$ cat config.mk
export PLATFORM = sky130hd
export DESIGN_NAME = nesting_aware_delimiter_splitter
export DESIGN_NICKNAME = d
export VERILOG_FILES = /design/src/hw/rtl/nads_pkg.sv /design/src/hw/rtl/nads_queue.sv /design/src/hw/rtl/nads_engine.sv /design/src/hw/rtl/nesting_aware_delimiter_splitter.sv
export SDC_FILE = /design/constraint.sdc
export NUM_CORES = 1
export LEC_CHECK = 0
export BUFFER_PORTS_ARGS = -buffer_cell sky130_fd_sc_hd__buf_2
export CORE_UTILIZATION = 40
export CTS_CLUSTER_DIAMETER = 50
export DETAILED_ROUTE_END_ITERATION = 7
export GPL_ROUTABILITY_DRIVEN = 0
export MAX_ROUTING_LAYER = met4
export SLEW_MARGIN = 20
export SYNTH_ARGS = -nofsm -noshare
export SYNTH_HDL_FRONTEND = slang
export SYNTH_SLANG_ARGS = --single-unit
export TNS_END_PERCENT = 30
$ cat constraint.sdc
create_clock -name clk_i -period 8.9 [get_ports clk_i]
set_input_delay 1.335 -clock clk_i [delete_from_list [all_inputs] [get_ports clk_i]]
set_output_delay 1.335 -clock clk_i [all_outputs]
set_load 0.02 [all_outputs]
$ cat src/hw/rtl/nads_pkg.sv
package nads_pkg;

  // one input item as it travels through the queue
  typedef struct packed {
    logic [7:0] data;
    logic       last;
  } nads_item_t;

  // one result item
  typedef struct packed {
    logic [7:0] data;
    logic       has_byte;
    logic       token_end;
    logic       stream_end;
  } nads_res_t;

  // configuration register indexes
  localparam logic [2:0] CFG_DELIM_BYTES = 3'd0;
  localparam logic [2:0] CFG_DELIM_LEN   = 3'd1;
  localparam logic [2:0] CFG_PAIR_TABLE  = 3'd2;
  localparam logic [2:0] CFG_PAIR_COUNT  = 3'd3;
  localparam logic [2:0] CFG_KEEP_EMPTY  = 3'd4;

  // depth saturation bound
  localparam logic signed [16:0] DEPTH_LIMIT = 17'sd32767;

endpackage

$ cat src/hw/rtl/nads_queue.sv
module nads_queue (
  input  logic               clk_i,
  input  logic               rst_ni,
  input  logic               wr_valid_i,
  output logic               wr_ready_o,
  input  nads_pkg::nads_item_t wr_item_i,
  output logic               rd_valid_o,
  input  logic               rd_pop_i,
  output nads_pkg::nads_item_t rd_item_o
);
  import nads_pkg::*;

  nads_item_t mem_q [2];
  logic       wr_ptr_q, rd_ptr_q;
  logic [1:0] count_q;
  logic       push;

  assign wr_ready_o = (count_q != 2'd2);
  assign rd_valid_o = (count_q != 2'd0);
  assign rd_item_o  = mem_q[rd_ptr_q];
  assign push       = wr_valid_i && wr_ready_o;

  // two-entry storage
  always_ff @(posedge clk_i) begin
    if (push) begin
      mem_q[wr_ptr_q] <= wr_item_i;
    end
  end

  // pointers and fill count
  always_ff @(posedge clk_i or negedge rst_ni) begin
    if (!rst_ni) begin
      wr_ptr_q <= 1'b0;
      rd_ptr_q <= 1'b0;
      count_q  <= 2'd0;
    end else begin
      if (push) wr_ptr_q <= ~wr_ptr_q;
      if (rd_pop_i) rd_ptr_q <= ~rd_ptr_q;
      count_q <= count_q + 2'(push) - 2'(rd_pop_i);
    end
  end

endmodule

$ cat src/hw/rtl/nads_engine.sv
module nads_engine #(
  parameter int DELIM_MAX  = 4,
  parameter int PAIR_SLOTS = 4
) (
  input  logic                 clk_i,
  input  logic                 rst_ni,
  input  logic [31:0]          delim_bytes_i,
  input  logic [2:0]           delim_len_i,
  input  logic [63:0]          pair_table_i,
  input  logic [2:0]           pair_count_i,
  input  logic                 keep_empty_i,
  input  logic                 q_valid_i,
  input  nads_pkg::nads_item_t q_item_i,
  output logic                 q_pop_o,
  output logic                 out_valid_o,
  input  logic                 out_ready_i,
  output nads_pkg::nads_res_t  out_res_o
);
  import nads_pkg::*;

  localparam int FW = $clog2(DELIM_MAX + 1);

  logic [7:0]        buf_q [DELIM_MAX];
  logic [7:0]        buf_d [DELIM_MAX];
  logic [FW-1:0]     fill_q, fill_d, skip_q, skip_d;
  logic signed [15:0] depth_q, depth_d;
  logic [PAIR_SLOTS-1:0] flags_q, flags_d;
  logic              nonempty_q, nonempty_d;
  logic              active_q, active_d, last_q, last_d;
  logic              ov_q, ov_d;
  nads_res_t         res_q, res_d;

  logic [FW-1:0]     len;
  logic [7:0]        db [DELIM_MAX];
  logic [7:0]        vb [DELIM_MAX];
  logic [FW-1:0]     vfill;
  logic              vlast, vcond, cur_cond, cur_done, free, go, pop, engage;
  logic              match, found, emit;
  logic [7:0]        c, op, cl;
  logic signed [1:0] delta;
  logic signed [16:0] sum;
  logic signed [15:0] nd;
  nads_res_t         e_res;

  // effective delimiter length and delimiter bytes
  always_comb begin
    if (delim_len_i == 3'd0) len = FW'(1);
    else if (int'(delim_len_i) > DELIM_MAX) len = FW'(DELIM_MAX);
    else len = FW'(delim_len_i);
    for (int k = 0; k < DELIM_MAX; k++) begin
      if (k < 4) db[k] = delim_bytes_i[8*(k%4) +: 8];
      else db[k] = 8'd0;
    end
  end

  // control, lookahead view and one processing step
  always_comb begin
    cur_cond = (fill_q != '0) && ((skip_q != '0) || (fill_q >= len) || last_q);
    cur_done = active_q && !cur_cond && !last_q;
    free     = !active_q || cur_done;
    go       = !ov_q || out_ready_i;
    pop      = free && q_valid_i && go;
    engage   = go && (pop || (active_q && !cur_done));

    vb    = buf_q;
    vfill = fill_q;
    vlast = last_q;
    if (pop) begin
      vlast = q_item_i.last;
      if (int'(fill_q) < DELIM_MAX) begin
        for (int k = 0; k < DELIM_MAX; k++) begin
          if (k == int'(fill_q)) vb[k] = q_item_i.data;
        end
        vfill = fill_q + FW'(1);
      end
    end
    vcond = (vfill != '0) && ((skip_q != '0) || (vfill >= len) || vlast);

    buf_d      = buf_q;
    fill_d     = fill_q;
    skip_d     = skip_q;
    depth_d    = depth_q;
    flags_d    = flags_q;
    nonempty_d = nonempty_q;
    active_d   = active_q;
    last_d     = last_q;
    emit       = 1'b0;
    e_res      = '0;
    c          = vb[0];
    found      = 1'b0;
    delta      = 2'sd0;
    op         = 8'd0;
    cl         = 8'd0;

    if (cur_done && !pop) active_d = 1'b0;
    if (pop) begin
      active_d = 1'b1;
      last_d   = q_item_i.last;
    end

    // first pair holding the head byte sets the depth change
    for (int s = 0; s < PAIR_SLOTS; s++) begin
      if (s < 4) begin
        op = pair_table_i[16*(s%4) +: 8];
        cl = pair_table_i[16*(s%4)+8 +: 8];
      end else begin
        op = 8'd0;
        cl = 8'd0;
      end
      if (!found && (s < int'(pair_count_i)) && (c == op || c == cl)) begin
        found = 1'b1;
        if (op == cl) begin
          delta = flags_q[s] ? -2'sd1 : 2'sd1;
        end else if (c == op) begin
          delta = 2'sd1;
        end else begin
          delta = -2'sd1;
        end
      end
    end
    sum = 17'(depth_q) + 17'(delta);
    if (sum > DEPTH_LIMIT) nd = DEPTH_LIMIT[15:0];
    else if (sum < -DEPTH_LIMIT) nd = -DEPTH_LIMIT[15:0];
    else nd = sum[15:0];

    // delimiter at the head of the lookahead
    match = (vfill >= len);
    for (int k = 0; k < DELIM_MAX; k++) begin
      if (k < int'(len) && vb[k] != db[k]) match = 1'b0;
    end

    if (engage) begin
      buf_d  = vb;
      fill_d = vfill;
      if (vcond) begin
        for (int k = 0; k < DELIM_MAX - 1; k++) buf_d[k] = vb[k+1];
        buf_d[DELIM_MAX-1] = 8'd0;
        fill_d = vfill - FW'(1);
        if (skip_q != '0) begin
          skip_d = skip_q - FW'(1);
        end else begin
          depth_d = nd;
          // symmetric pair toggles its own flag
          for (int s = 0; s < PAIR_SLOTS; s++) begin
            if (s < 4 && s < int'(pair_count_i)
                && pair_table_i[16*(s%4) +: 8] == pair_table_i[16*(s%4)+8 +: 8]
                && c == pair_table_i[16*(s%4) +: 8]) begin
              // only the first matching slot counts
              if (found && delta != 2'sd0) begin
                flags_d[s] = ~flags_q[s];
                found = 1'b0;
              end
            end else if (s < 4 && s < int'(pair_count_i)
                         && (c == pair_table_i[16*(s%4) +: 8]
                             || c == pair_table_i[16*(s%4)+8 +: 8])) begin
              found = 1'b0;
            end
          end
          if (nd == 16'sd0 && match) begin
            if (nonempty_q || keep_empty_i) begin
              emit            = 1'b1;
              e_res.token_end = 1'b1;
            end
            nonempty_d = 1'b0;
            skip_d     = len - FW'(1);
          end else begin
            emit           = 1'b1;
            e_res.data     = c;
            e_res.has_byte = 1'b1;
            nonempty_d     = 1'b1;
          end
        end
      end else if (vlast) begin
        emit             = 1'b1;
        e_res.token_end  = nonempty_q || keep_empty_i;
        e_res.stream_end = 1'b1;
        for (int k = 0; k < DELIM_MAX; k++) buf_d[k] = 8'd0;
        fill_d     = '0;
        skip_d     = '0;
        depth_d    = 16'sd0;
        flags_d    = '0;
        nonempty_d = 1'b0;
        active_d   = 1'b0;
      end else begin
        active_d = 1'b0;
      end
    end

    ov_d  = ov_q;
    res_d = res_q;
    if (go) begin
      ov_d  = emit;
      res_d = e_res;
    end
  end

  assign q_pop_o     = pop;
  assign out_valid_o = ov_q;
  assign out_res_o   = res_q;

  // result register
  always_ff @(posedge clk_i) begin
    res_q <= res_d;
  end

  // engine state
  always_ff @(posedge clk_i or negedge rst_ni) begin
    if (!rst_ni) begin
      for (int k = 0; k < DELIM_MAX; k++) buf_q[k] <= 8'd0;
      fill_q     <= '0;
      skip_q     <= '0;
      depth_q    <= 16'sd0;
      flags_q    <= '0;
      nonempty_q <= 1'b0;
      active_q   <= 1'b0;
      last_q     <= 1'b0;
      ov_q       <= 1'b0;
    end else begin
      buf_q      <= buf_d;
      fill_q     <= fill_d;
      skip_q     <= skip_d;
      depth_q    <= depth_d;
      flags_q    <= flags_d;
      nonempty_q <= nonempty_d;
      active_q   <= active_d;
      last_q     <= last_d;
      ov_q       <= ov_d;
    end
  end

  // lookahead never holds more than its depth
  a_fill: assert property (@(posedge clk_i) disable iff (!rst_ni)
    int'(fill_q) <= DELIM_MAX) else $error("lookahead overfilled");

  // pending skips stay below the delimiter length bound
  a_skip: assert property (@(posedge clk_i) disable iff (!rst_ni)
    int'(skip_q) < DELIM_MAX) else $error("skip count out of range");

  // depth stays within saturation bounds
  a_depth: assert property (@(posedge clk_i) disable iff (!rst_ni)
    (17'(depth_q) <= DEPTH_LIMIT) && (17'(depth_q) >= -DEPTH_LIMIT))
    else $error("depth out of range");

  // an end-of-string marker leaves the stream state cleared
  a_clear: assert property (@(posedge clk_i) disable iff (!rst_ni)
    (engage && !vcond && vlast) |=> (fill_q == '0 && depth_q == 16'sd0 && !active_q))
    else $error("stream state not cleared at end of string");

endmodule

$ cat src/hw/rtl/nesting_aware_delimiter_splitter.sv
// Splits a byte stream into tokens at a 1 to DELIM_MAX byte delimiter, only where the
// bracket/quote nesting depth is zero. Bytes enter on s_axis (tlast on the final byte of a
// string), and leave on m_axis as results: a token byte, a token-end marker, or the
// end-of-string marker. A two-entry input queue decouples intake from the engine, which
// handles one lookahead step per cycle while the output is not stalled, so ordinary text
// runs at one byte per cycle; each skipped delimiter byte after the first is dropped in a
// step of its own, and at a string end the held bytes are flushed before its marker is
// emitted. Up to DELIM_MAX - 1 bytes are held back for delimiter lookahead. The
// configuration port is always ready; write it only while no string is in flight.
module nesting_aware_delimiter_splitter #(
  parameter int DELIM_MAX  = 4,
  parameter int PAIR_SLOTS = 4
) (
  input  logic        clk_i,
  input  logic        rst_ni,
  input  logic        s_axis_tvalid,
  output logic        s_axis_tready,
  input  logic [7:0]  s_axis_tdata,   // in_byte
  input  logic        s_axis_tlast,
  output logic        m_axis_tvalid,
  input  logic        m_axis_tready,
  output logic [7:0]  m_axis_tdata,   // out_byte
  output logic [2:0]  m_axis_tuser,   // has_byte, token_end, stream_end
  input  logic        cfg_valid_i,
  output logic        cfg_ready_o,
  input  logic [2:0]  cfg_addr_i,
  input  logic [63:0] cfg_data_i
);
  import nads_pkg::*;

  logic [31:0] delim_bytes_q;
  logic [2:0]  delim_len_q;
  logic [63:0] pair_table_q;
  logic [2:0]  pair_count_q;
  logic        keep_empty_q;

  nads_item_t  in_item, q_item;
  logic        q_valid, q_pop;
  nads_res_t   res;

  assign cfg_ready_o = 1'b1;

  // configuration registers
  always_ff @(posedge clk_i or negedge rst_ni) begin
    if (!rst_ni) begin
      delim_bytes_q <= 32'd44;
      delim_len_q   <= 3'd1;
      pair_table_q  <= 64'd0;
      pair_count_q  <= 3'd0;
      keep_empty_q  <= 1'b0;
    end else if (cfg_valid_i) begin
      case (cfg_addr_i)
        CFG_DELIM_BYTES: delim_bytes_q <= cfg_data_i[31:0];
        CFG_DELIM_LEN:   delim_len_q   <= cfg_data_i[2:0];
        CFG_PAIR_TABLE:  pair_table_q  <= cfg_data_i;
        CFG_PAIR_COUNT:  pair_count_q  <= cfg_data_i[2:0];
        CFG_KEEP_EMPTY:  keep_empty_q  <= cfg_data_i[0];
        default: ;
      endcase
    end
  end

  assign in_item.data = s_axis_tdata;
  assign in_item.last = s_axis_tlast;

  // intake queue
  nads_queue u_queue (
    .clk_i      (clk_i),
    .rst_ni     (rst_ni),
    .wr_valid_i (s_axis_tvalid),
    .wr_ready_o (s_axis_tready),
    .wr_item_i  (in_item),
    .rd_valid_o (q_valid),
    .rd_pop_i   (q_pop),
    .rd_item_o  (q_item)
  );

  // tokenizing engine
  nads_engine #(
    .DELIM_MAX  (DELIM_MAX),
    .PAIR_SLOTS (PAIR_SLOTS)
  ) u_engine (
    .clk_i         (clk_i),
    .rst_ni        (rst_ni),
    .delim_bytes_i (delim_bytes_q),
    .delim_len_i   (delim_len_q),
    .pair_table_i  (pair_table_q),
    .pair_count_i  (pair_count_q),
    .keep_empty_i  (keep_empty_q),
    .q_valid_i     (q_valid),
    .q_item_i      (q_item),
    .q_pop_o       (q_pop),
    .out_valid_o   (m_axis_tvalid),
    .out_ready_i   (m_axis_tready),
    .out_res_o     (res)
  );

  assign m_axis_tdata = res.data;
  assign m_axis_tuser = {res.stream_end, res.token_end, res.has_byte};

endmodule

* Word-level counts from Yosys, hierarchy flattened
Memory sizes are Yosys's and may differ from the RTL's.
Cells that the tools add are included.
** Operators by class
- Equal/unequal tests :: 34
- Add/subtract/negate cells :: 7
- Mux-type cells :: 98
- Reduce and logical (&&, ||, !) cells :: 81
- Bitwise gates (word level) :: 8
- $lt $le $gt $ge :: 14
** Operator list (number)
- $mux 32 :: 4
- $eq 8x8->1 :: 12
- $mux 16 :: 5
- $mux 1 :: 55
- $logic_and 1x1->1 :: 36
- $mux 2 :: 17
- $mux 8 :: 4
- $ne 8x8->1 :: 4
- $mux 3 :: 10
- $ne 2x2->1 const B :: 10
- $reduce_and 5->1 :: 4
- $add 16x2->17 :: 1
- $gt 17x16->1 const B :: 1
- $lt 17x16->1 const B :: 1
- $logic_not 16->1 :: 1
- $logic_or 1x1->1 :: 12
- $lt 1x3->1 const A :: 4
- $lt 2x3->1 const A :: 4
- $mux 4 :: 3
- $reduce_and 2->1 :: 5
- $logic_not 1->1 :: 9
- $logic_not 3->1 :: 3
- $reduce_bool 3->1 :: 3
- $sub 3x1->3 const B :: 3
- other kinds (18) :: 31
** Word-level totals
- Flip-flop bits (word level) :: 180
- Word-level logic and storage cells :: 270
- RAM bits :: 18
- Memories :: 1
- Output and inout bits :: 14
- Input bits :: 81
** Memories
- u_queue.mem_q :: words 2, width 9, read ports 1, clocked after memory_dff 0, write ports 1, line nads_queue.sv:13 : nads_item_t mem_q [2];

* Depth between registers and ports, before layout
Gate-level depths: netlist of the first run.
- Depth after elaboration :: 54
- Depth in mapped cells :: 30
- Depth with buffers taken out :: 25

* Hierarchy
A second synthesis of the first run with hierarchy kept.
** Unflattened totals
- Cells, all modules :: 1156
- Area total of the unflattened synthesis :: 12313.1 um^2
** By module, submodules not included
- nads_engine :: cells each 888, area an instance 7253.2 um^2, seq. area each 1881.8 um^2, instances 1
- nesting_aware_delimiter_splitter :: cells each 223, area an instance 4217.8 um^2, seq. area each 2582.5 um^2, instances 1
- nads_queue :: cells each 45, area an instance 842.1 um^2, seq. area each 640.6 um^2, instances 1

* Worst setup path after synthesis of the first run
Ideal clock, no wire load.
- Kind :: input to register
- Start :: input port m_axis_tready
- End :: register u_engine.res_q (netlist bit u_engine.out_res_o[7]) (data pin)
- Required time :: 8.631 ns
- Slack :: 1.080 ns
- Buffers on the path :: 1
- Setup time :: 0.269 ns
- Cell stages on the path :: 22
- Arrival :: 7.551 ns
- Cell sequence :: nor2b_1 buf_6 o41ai_1 o21ai_4 xnor2_1 nor4_1 a21oi_2 nor3b_2 a21oi_4 nor2_1 nor4b_1 ha_1 a211oi_1 o21ai_0 a2111oi_0 a211oi_1 nor4_1 nand4_1 a2111oi_4 nand2_1 nand2_2 nor2_1
** On the way
- Longest elaborated chain between the ends :: 26
- Elaborated cells between the ends (all ways) :: 71
- Those cells by class :: add/sub (1); order compare (3); eq/ne (12); mux (24); bitwise (2); reduce/logical (29)
** RTL lines
- from (decl) :: line nesting_aware_delimiter_splitter.sv:21 : input logic m_axis_tready,
- $logic_or 1x1->1 * :: line nads_engine.sv:61 : go = !ov_q || out_ready_i;
- $logic_and 1x1->1 :: line nads_engine.sv:62 : pop = free && q_valid_i && go;
- $mux 32 :: line nads_engine.sv:68 : if (pop) begin
- $eq 8x8->1, on equally long branches :: line nads_engine.sv:110, nads_engine.sv:114
- $logic_or 1x1->1 :: line nads_engine.sv:110 : if (!found && (s < int'(pair_count_i)) && (c == op || c == cl)) begin
- $logic_and 1x1->1 :: line nads_engine.sv:110
- $mux 1 :: line nads_engine.sv:110
- $logic_not 1->1 :: line nads_engine.sv:110
- (+10 left out)
- $mux 2 :: line nads_engine.sv:110
- $add 16x2->17 :: line nads_engine.sv:121 : sum = 17'(depth_q) + 17'(delta);
- $lt 17x16->1 :: line nads_engine.sv:123 : else if (sum < -DEPTH_LIMIT) nd = -DEPTH_LIMIT[15:0];
- $mux 16 :: line nads_engine.sv:123
- $mux 16 :: line nads_engine.sv:122 : if (sum > DEPTH_LIMIT) nd = DEPTH_LIMIT[15:0];
- $logic_not 16->1 :: line nads_engine.sv:159 : if (nd == 16'sd0 && match) begin
- $logic_and 1x1->1 :: line nads_engine.sv:159
- $reduce_or 4->1 (no source line)
- to (signal assigned) :: line nads_engine.sv:203 : res_q <= res_d;
- to (decl) :: line nads_engine.sv:31 : nads_res_t res_q, res_d;
Mark *: on every way between the ends. The rest lies on a longest branch, timed or not.
A chain may end at the register's enable or synchronous reset.

* Worst setup path after layout of the first run
- Start :: register u_engine.fill_q[0]
- End :: register u_engine.res_q (netlist bit u_engine.out_res_o[3]) (data pin)
** On the way
- Longest elaborated chain between the ends :: 34
- Elaborated cells between the ends (all ways) :: 94
- Those cells by class :: add/sub (2); order compare (5); eq/ne (15); mux (30); bitwise (2); reduce/logical (40)
** RTL lines
- from (decl) :: line nads_engine.sv:25 : logic [FW-1:0] fill_q, fill_d, skip_q, skip_d;
- from (signal assigned) :: line nads_engine.sv:220 : fill_q <= fill_d;
- $ge 3x3->1 :: line nads_engine.sv:58 : cur_cond = (fill_q != '0) && ((skip_q != '0) || (fill_q >= len) || last_q);
- $logic_or 1x1->1 (2 in a row) :: line nads_engine.sv:58
- $logic_and 1x1->1 :: line nads_engine.sv:58
- $logic_not 1->1 :: line nads_engine.sv:59 : cur_done = active_q && !cur_cond && !last_q;
- $logic_and 1x1->1 (2 in a row) :: line nads_engine.sv:59
- $logic_or 1x1->1 :: line nads_engine.sv:60 : free = !active_q || cur_done;
- $logic_and 1x1->1 (2 in a row) :: line nads_engine.sv:62
- $mux 32 :: line nads_engine.sv:68
- (+15 left out)
- $mux 2 :: line nads_engine.sv:110
- $add 16x2->17 :: line nads_engine.sv:121
- $lt 17x16->1 :: line nads_engine.sv:123
- $mux 16 :: line nads_engine.sv:123
- $mux 16 :: line nads_engine.sv:122
- $logic_not 16->1 :: line nads_engine.sv:159
- $logic_and 1x1->1 :: line nads_engine.sv:159
- $reduce_or 4->1 (no source line)
Several ways; a longest one is shown, not always the timed one.

==> reports/results.ini, run 1 <==
[detailed_routing]
vias = 9718
drc = 0
wl_per_cell_um = 20.67
ant_nets = 0
dr.pass1.iters = 6
initialDrtViolationCount = 893
drt_wl_total_um = 35140
vias_per_cell = 5.716

[yosys]
ys_dominant_reg_cell = dfrtp_1
seq_area_frac_synth_pct = 42.50
synth_compound_area_share_pct = 17.15
synth_area_leaders = dfrtp_1, mux2_2, edfxtp_1, xnor2_1, xor2_1
synth.top_cell.area_share_pct = 34.38
synth_top_family_by_area = compound AO/OA/AOI/OAI gates
synth_area_um2 = 12010
ys_async_sr_fraction_pct = 85.35
yosys.area_share.simple_pct = 12.76
synth_area_per_cell_um2 = 9.878
synth_edf_count = 29
synth-adder-area-share_pct = 3.688
synth_warnings = 0
synth_nets = 1331
synth-xor-area-share_pct = 9.698
synthCells = 1216
synth_seq_cells = 198
yosys.area.top_type = dfrtp_1
synth_mux_area_share_pct = 10.11
yosysUniqueCellTypes = 80

[worst_setup_path]
r2r_end = u_engine.out_res_o[3]
endpoint_kind = flip-flop
r2r_slack_ps = 1000
r2r.worst_path.cells = 26
crit_top_cell = buf_4
cp.required_ps = 9080
endpoint = u_engine.out_res_o[3]
path_class = reg2reg
critPathSlowestCell = or4_1
cp.arrival_ps = 8080
crit_fanout = 17
r2r_start = u_engine.fill_q[0]
max_stage_delay_ps = 690
cp-start-kind = flip-flop
startpoint = u_engine.fill_q[0]

[power_and_ir_drop]
power.share.switching_pct = 47.07
power-per-cell-area_nw_per_um2 = 360.3
pwr-share-clk_pct = 16.2
power.internal_w = 0.002579
seqPwrFrac_pct = 30.2
peakVddDrop_v = 0.0001797
netSwitchingPower_w = 0.002293
power.leakage_nw = 5.687
p_comb_share_pct = 53.6

[cts]
cts_resized = 0
post_cts_buffers = 0
cts_made_buffers = 17
clock_latency_ps = 460
clk_pin_slew_ps = 80
cts_tree = yes
htree_levels = 4
cts_buffer_depth = 2
holdBufCountCts = 0
clockRootBuffer = clkbuf_16
numClockSinks = 198

[hold_path]
hold_class = reg2reg
whs_path_depth = 2

[cells_and_area]
final_common_cell = dfrtp_1
syn_to_final_growth_pct = 12.56
final_nets = 1412
n_fill_cell = 2834
fin_cells = 1700
num_antenna_cells = 0
final_layout_size_suffix_gt1_share_pct = 20.31
layout_common_cells = dfrtp_1, nand2_1, buf_2

[sta]
final.min_clock_period_ps = 7898
finalSetupViolCount = 0
finalMaxSlewViolations = 0
fin_crit_sh_pct = 88.74
worstMarginPinSlew_ps = 991.5
clock.fmax_mhz = 126.6
finalClockSkew_ps = 14.75
hold_viol = 0
grt_setup_unrepaired = no
slew_headroom_pct = 33.04
hold_slack_ps = 490.8
fin_tns_setup_ps = 0

[grt]
grt_pass1_wl_um = 54700
grt.overflow.total = 0
grt_pass1_vias = 9494
antenna_found_initial = 0
grt_max_degree = 104
grt.total_usage_pct = 24.19

[floorplanning]
die_x_um = 175.3
rows = 63
dieArea_um2 = 30730
start_util_pct = 40.63
pin_count = 95
core-area_um2 = 29560
die_h_um = 175.3

[placed_design]
place_inst = 1667
port_buffers = 93
dpl.hpwl_um = 25880

[status]
outcome = finished, final reports clean

[job]
maxCapViolations = 0

registers in the layout, summed over array words and instances (netlist names), 3 cells and up:
name	count
u_engine.depth_q	16
u_engine.out_res_o	11
delim_bytes_q	32
pair_count_q	3
u_engine.buf_q	32
u_queue.mem_q	18
pair_table_q	64
u_engine.fill_q	3
u_engine.flags_q	4
u_engine.skip_q	3
delim_len_q	3
worst max-delay path: cells and delay by family, from the launching register on:
family                   cells  cell delay [ps]
AND/OR/NAND/NOR             10             2740
buffers and inverters        4              870
AO/OA/AOI/OAI                9             2850
flip-flops                   1              450
XOR/XNOR                     1              190
adder cells (fa/ha/maj)      2              510
worst min path at each step:
stage	end	start
finish	u_engine.depth_q[8]	u_engine.depth_q[8]
global route	u_engine.depth_q[5]	u_engine.depth_q[5]
CTS	u_engine.depth_q[2]	u_engine.depth_q[2]
detailed placement	u_engine.depth_q[8]	u_engine.depth_q[8]
global placement	u_engine.depth_q[2]	u_engine.depth_q[2]
floorplan	u_engine.depth_q[2]	u_engine.depth_q[2]
stage by stage:
step | worst slack (ps) | area [µm²] | total power (W) | util, %
after floorplan | 1080 | 12010 | 0.003269 | -
after global placement | 955.9 | 12900 | 0.004012 | 43.65
after detailed placement | 807.7 | 12910 | 0.004053 | 43.66
after CTS | 1121 | 13490 | 0.004854 | 45.65
after global routing | 535.2 | 13520 | 0.005199 | 45.74
final | 1002 | 13520 | 0.004872 | 45.74
per-layer routing:
layer / track usage (%) / vias up / wire length [µm]
li1: - / 4556 / -
met1: 32.83 / 4797 / 16020
met2: 36.61 / 320 / 16260
met3: 4.069 / 45 / 2064
met4: 8.152 / 0 / 792
met5: - / - / 0
layout make-up:
cell class	count	area, µm²	share of cell area (%)
clock buffers	24	503.0	3.720
clock inverters	8	83.83	0.6200
inverters	65	244.0	1.805
multi-input cells	902	6455	47.74
flip-flops and latches	198	5105	37.76
well taps	390	488.0	3.609
repair buffers	113	641.9	4.747
power groups by stage:
stage	clock network [W]	registers (W)	logic, W
floorplan	0	0.00140	0.00187
global placement	0	0.00148	0.00254
detailed placement	0	0.00148	0.00257
CTS	0.000801	0.00147	0.00259
global route	0.000844	0.00150	0.00285
finish	0.000790	0.00147	0.00261
Yosys cell counts (17+ instances only):
cell type	number
mux2_2	88
ha_1	33
clkbuf_1	40
nor4_1	17
edfxtp_1	29
xor2_1	60
nand2_1	104
o41ai_1	17
a21oi_1	63
xnor2_1	73
nor3_1	17
o211ai_1	37
mux2i_1	21
dfrtp_1	165
nand4_1	26
inv_1	63
o21ai_0	83
nor2_1	85
logic make-up (layout without fill, tap and decap cells):
logic type | count (synthesis) | after routing
AO/OA/AOI/OAI | 307 | 307
other | 1 | 1
adder cells (fa/ha/maj) | 35 | 35
AND/OR/NAND/NOR | 316 | 316
buffers and inverters | 116 | 210
XOR/XNOR | 133 | 133
flip-flops | 198 | 198
multiplexers | 110 | 110
(Power assumes the default switching activity.)
==> run 2, diff against run 1 <==
- CELL_PAD_IN_SITES_DETAIL_PLACEMENT: not set -> 1
- CELL_PAD_IN_SITES_GLOBAL_PLACEMENT: not set -> 2
- CORE_MARGIN: not set -> 8
- CORE_UTILIZATION: 40 -> 39
- PLACE_DENSITY_LB_ADDON: not set -> 0.1
==> run 2 against run 1 <==
Combinational power rose by 4%. Via count shrank 0.26%. Clock-buffer cell count decreased by 7. Cell area decreased by 0.11%. Cell count increased by 0.59%. Wire length increased by 13%. First-iteration DRC count fell by 46%. Clock power decreased by 4.6%. Flip-flop and latch count did not move. Core utilization is 1.4 points lower. Clock skew shrank 0.78 ps. Worst hold slack got worse by 1.7 ps. Critical endpoint is now u_engine.depth_q[3].
==> reports/results.ini, run 2 (same netlist as run 1, synthesis figures left out) <==
[status]
outcome = finished, final reports clean

[sta]
finalMaxSlewViolations = 0
fin_crit_sh_pct = 90.22
final.min_clock_period_ps = 8030
hold_viol = 0
fin_ws_ps = 870.1
clock.fmax_mhz = 124.5
finalSetupViolCount = 0
finalClockSkew_ps = 13.97
fin_tns_setup_ps = 0
worstMarginPinSlew_ps = 1187
grt_setup_unrepaired = no
slew_headroom_pct = 19.85

[cts]
cts_made_buffers = 17
holdBufCountCts = 0
clock_latency_ps = 460
cts_buffer_depth = 2
htree_levels = 4
post_cts_buffers = 0
clk_pin_slew_ps = 80
numClockSinks = 198
cts_resized = 0
clockRootBuffer = clkbuf_16
cts_tree = yes

[worst_setup_path]
worstPathCellList = inv_1, ha_1, a21bo_1, or4_1, buf_4, o21ai_4, xnor2_1, nor4_1, a21oi_2, nor3b_2, a21oi_4, nor2_1, or4b_1, fa_1, nand2b_1, a21oi_1, nand2b_1, a31oi_1, a2111oi_0, buf_4, nand4b_1, o21ai_0, a21oi_1, a22o_1
r2r_slack_ps = 870
crit_fanout = 17
path_class = reg2reg
endpoint_kind = flip-flop
r2r_end = u_engine.depth_q[3]
cp.arrival_ps = 8370
max_stage_delay_ps = 780
cp.required_ps = 9240
r2r_start = u_engine.fill_q[0]
cp-start-kind = flip-flop
critPathSlowestCell = or4_1
r2r.worst_path.cells = 24

[floorplanning]
dieArea_um2 = 36670
die_x_um = 191.5
die_h_um = 191.5
start_util_pct = 39.47
pin_count = 95
rows = 64
core-area_um2 = 30430

[detailed_routing]
initialDrtViolationCount = 485
drt_wl_total_um = 39580
dr.pass1.iters = 5
drc = 0
wl_per_cell_um = 23.14
vias_per_cell = 5.668
ant_nets = 0
vias = 9693

[cells_and_area]
final-seq-area_um2 = 5105
syn_to_final_growth_pct = 12.44
final_nets = 1416
stdcell_area_um2 = 13510
largest_register_ffs = 64
num_antenna_cells = 0
final_layout_size_suffix_gt1_share_pct = 20.62
multi_input_area_um2 = 6462
fin_cells = 1710
layout_common_cells = dfrtp_1, nand2_1, buf_2
top_register = pair_table_q
final_common_cell = dfrtp_1
top_regs = pair_table_q (64), delim_bytes_q (32), u_engine.buf_q (32)
n_fill_cell = 3485

[placed_design]
pre_cts_ws_ps = 634.6
port_buffers = 93
place_inst = 1678
dpl.hpwl_um = 29860
dpl_cell_area_um2 = 12960

[grt]
grt.overflow.total = 0
grt.total_usage_pct = 22.66
antenna_found_initial = 0
grt_max_degree = 94
grt_pass1_vias = 10280
grt_pass1_wl_um = 61730

[job]
maxCapViolations = 0

[hold_path]
whs_path_depth = 2
hold-path-endpoint = u_engine.depth_q[8]
hold_path_startpoint = u_engine.depth_q[8]
hold_class = reg2reg

[power_and_ir_drop]
p_total_w = 0.004923
power.leakage_nw = 5.680
peakVddDrop_v = 0.0002283
power-per-cell-area_nw_per_um2 = 364.5

run 2: cell count changes in the layout (fill, tap and decap cells not counted), moves of 2 or more:
cell,delta
inv_8,+2
clkbuf_1,-3
clkinv_4,+3
buf_4,+5
o21ai_1,-2
clkbuf_8,-3
run 2: final cells by class:
type                    instances  share of cell area [%]
inverters                      65                   1.807
well taps                     396                   3.669
flip-flops and latches        198                   37.80
clock buffers                  17                   3.150
repair buffers                117                   4.827
multi-input cells             902                   47.85
clock inverters                15                  0.8986
run 2: metal layers:
metal	routed length [µm]	vias to the layer above	track usage, %
met2	19040	195	35.88
met1	18240	4889	29.58
met4	677	0	5.536
li1	-	4572	-
met5	0	-	-
met3	1616	37	4.396
run 2: worst max-delay path by stage:
stage                             startpoint                    end  slack (ps)  cells past startpoint
after floorplan                m_axis_tready  u_engine.out_res_o[7]        1080                     22
after global placement         m_axis_tready   u_engine.depth_q[14]         580                     23
after detailed placement       m_axis_tready    u_engine.depth_q[3]         630                     23
after CTS                 u_engine.fill_q[0]    u_engine.depth_q[3]         980                     24
after global routing      u_engine.fill_q[0]    u_engine.depth_q[2]         220                     26
final                     u_engine.fill_q[0]    u_engine.depth_q[3]         870                     24
run 2: worst max-delay path: cells and delay by family, from the launching register on:
kind                     cells  cell delay, ps
adder cells (fa/ha/maj)      2             640
flip-flops                   1             450
XOR/XNOR                     1             120
buffers and inverters        3             710
AO/OA/AOI/OAI               10            3280
AND/OR/NAND/NOR              8            2690
run 2: power breakdown:
part | switching, W | internal, W
clock | 0.000389 | 0.000365
sequential | 0.000271 | 0.00119
combinational | 0.00174 | 0.000970
run 2: stage by stage:
stage | hold WS, ps | utilization [%]
3_3_place_gp | 467.9 | 42.59
4_1_cts | 498.5 | 44.38
6_report | 489.1 | 44.38
3_5_place_dp | 476.9 | 42.59
5_1_grt | 524.6 | 44.38
2_1_floorplan | 445.3 | -
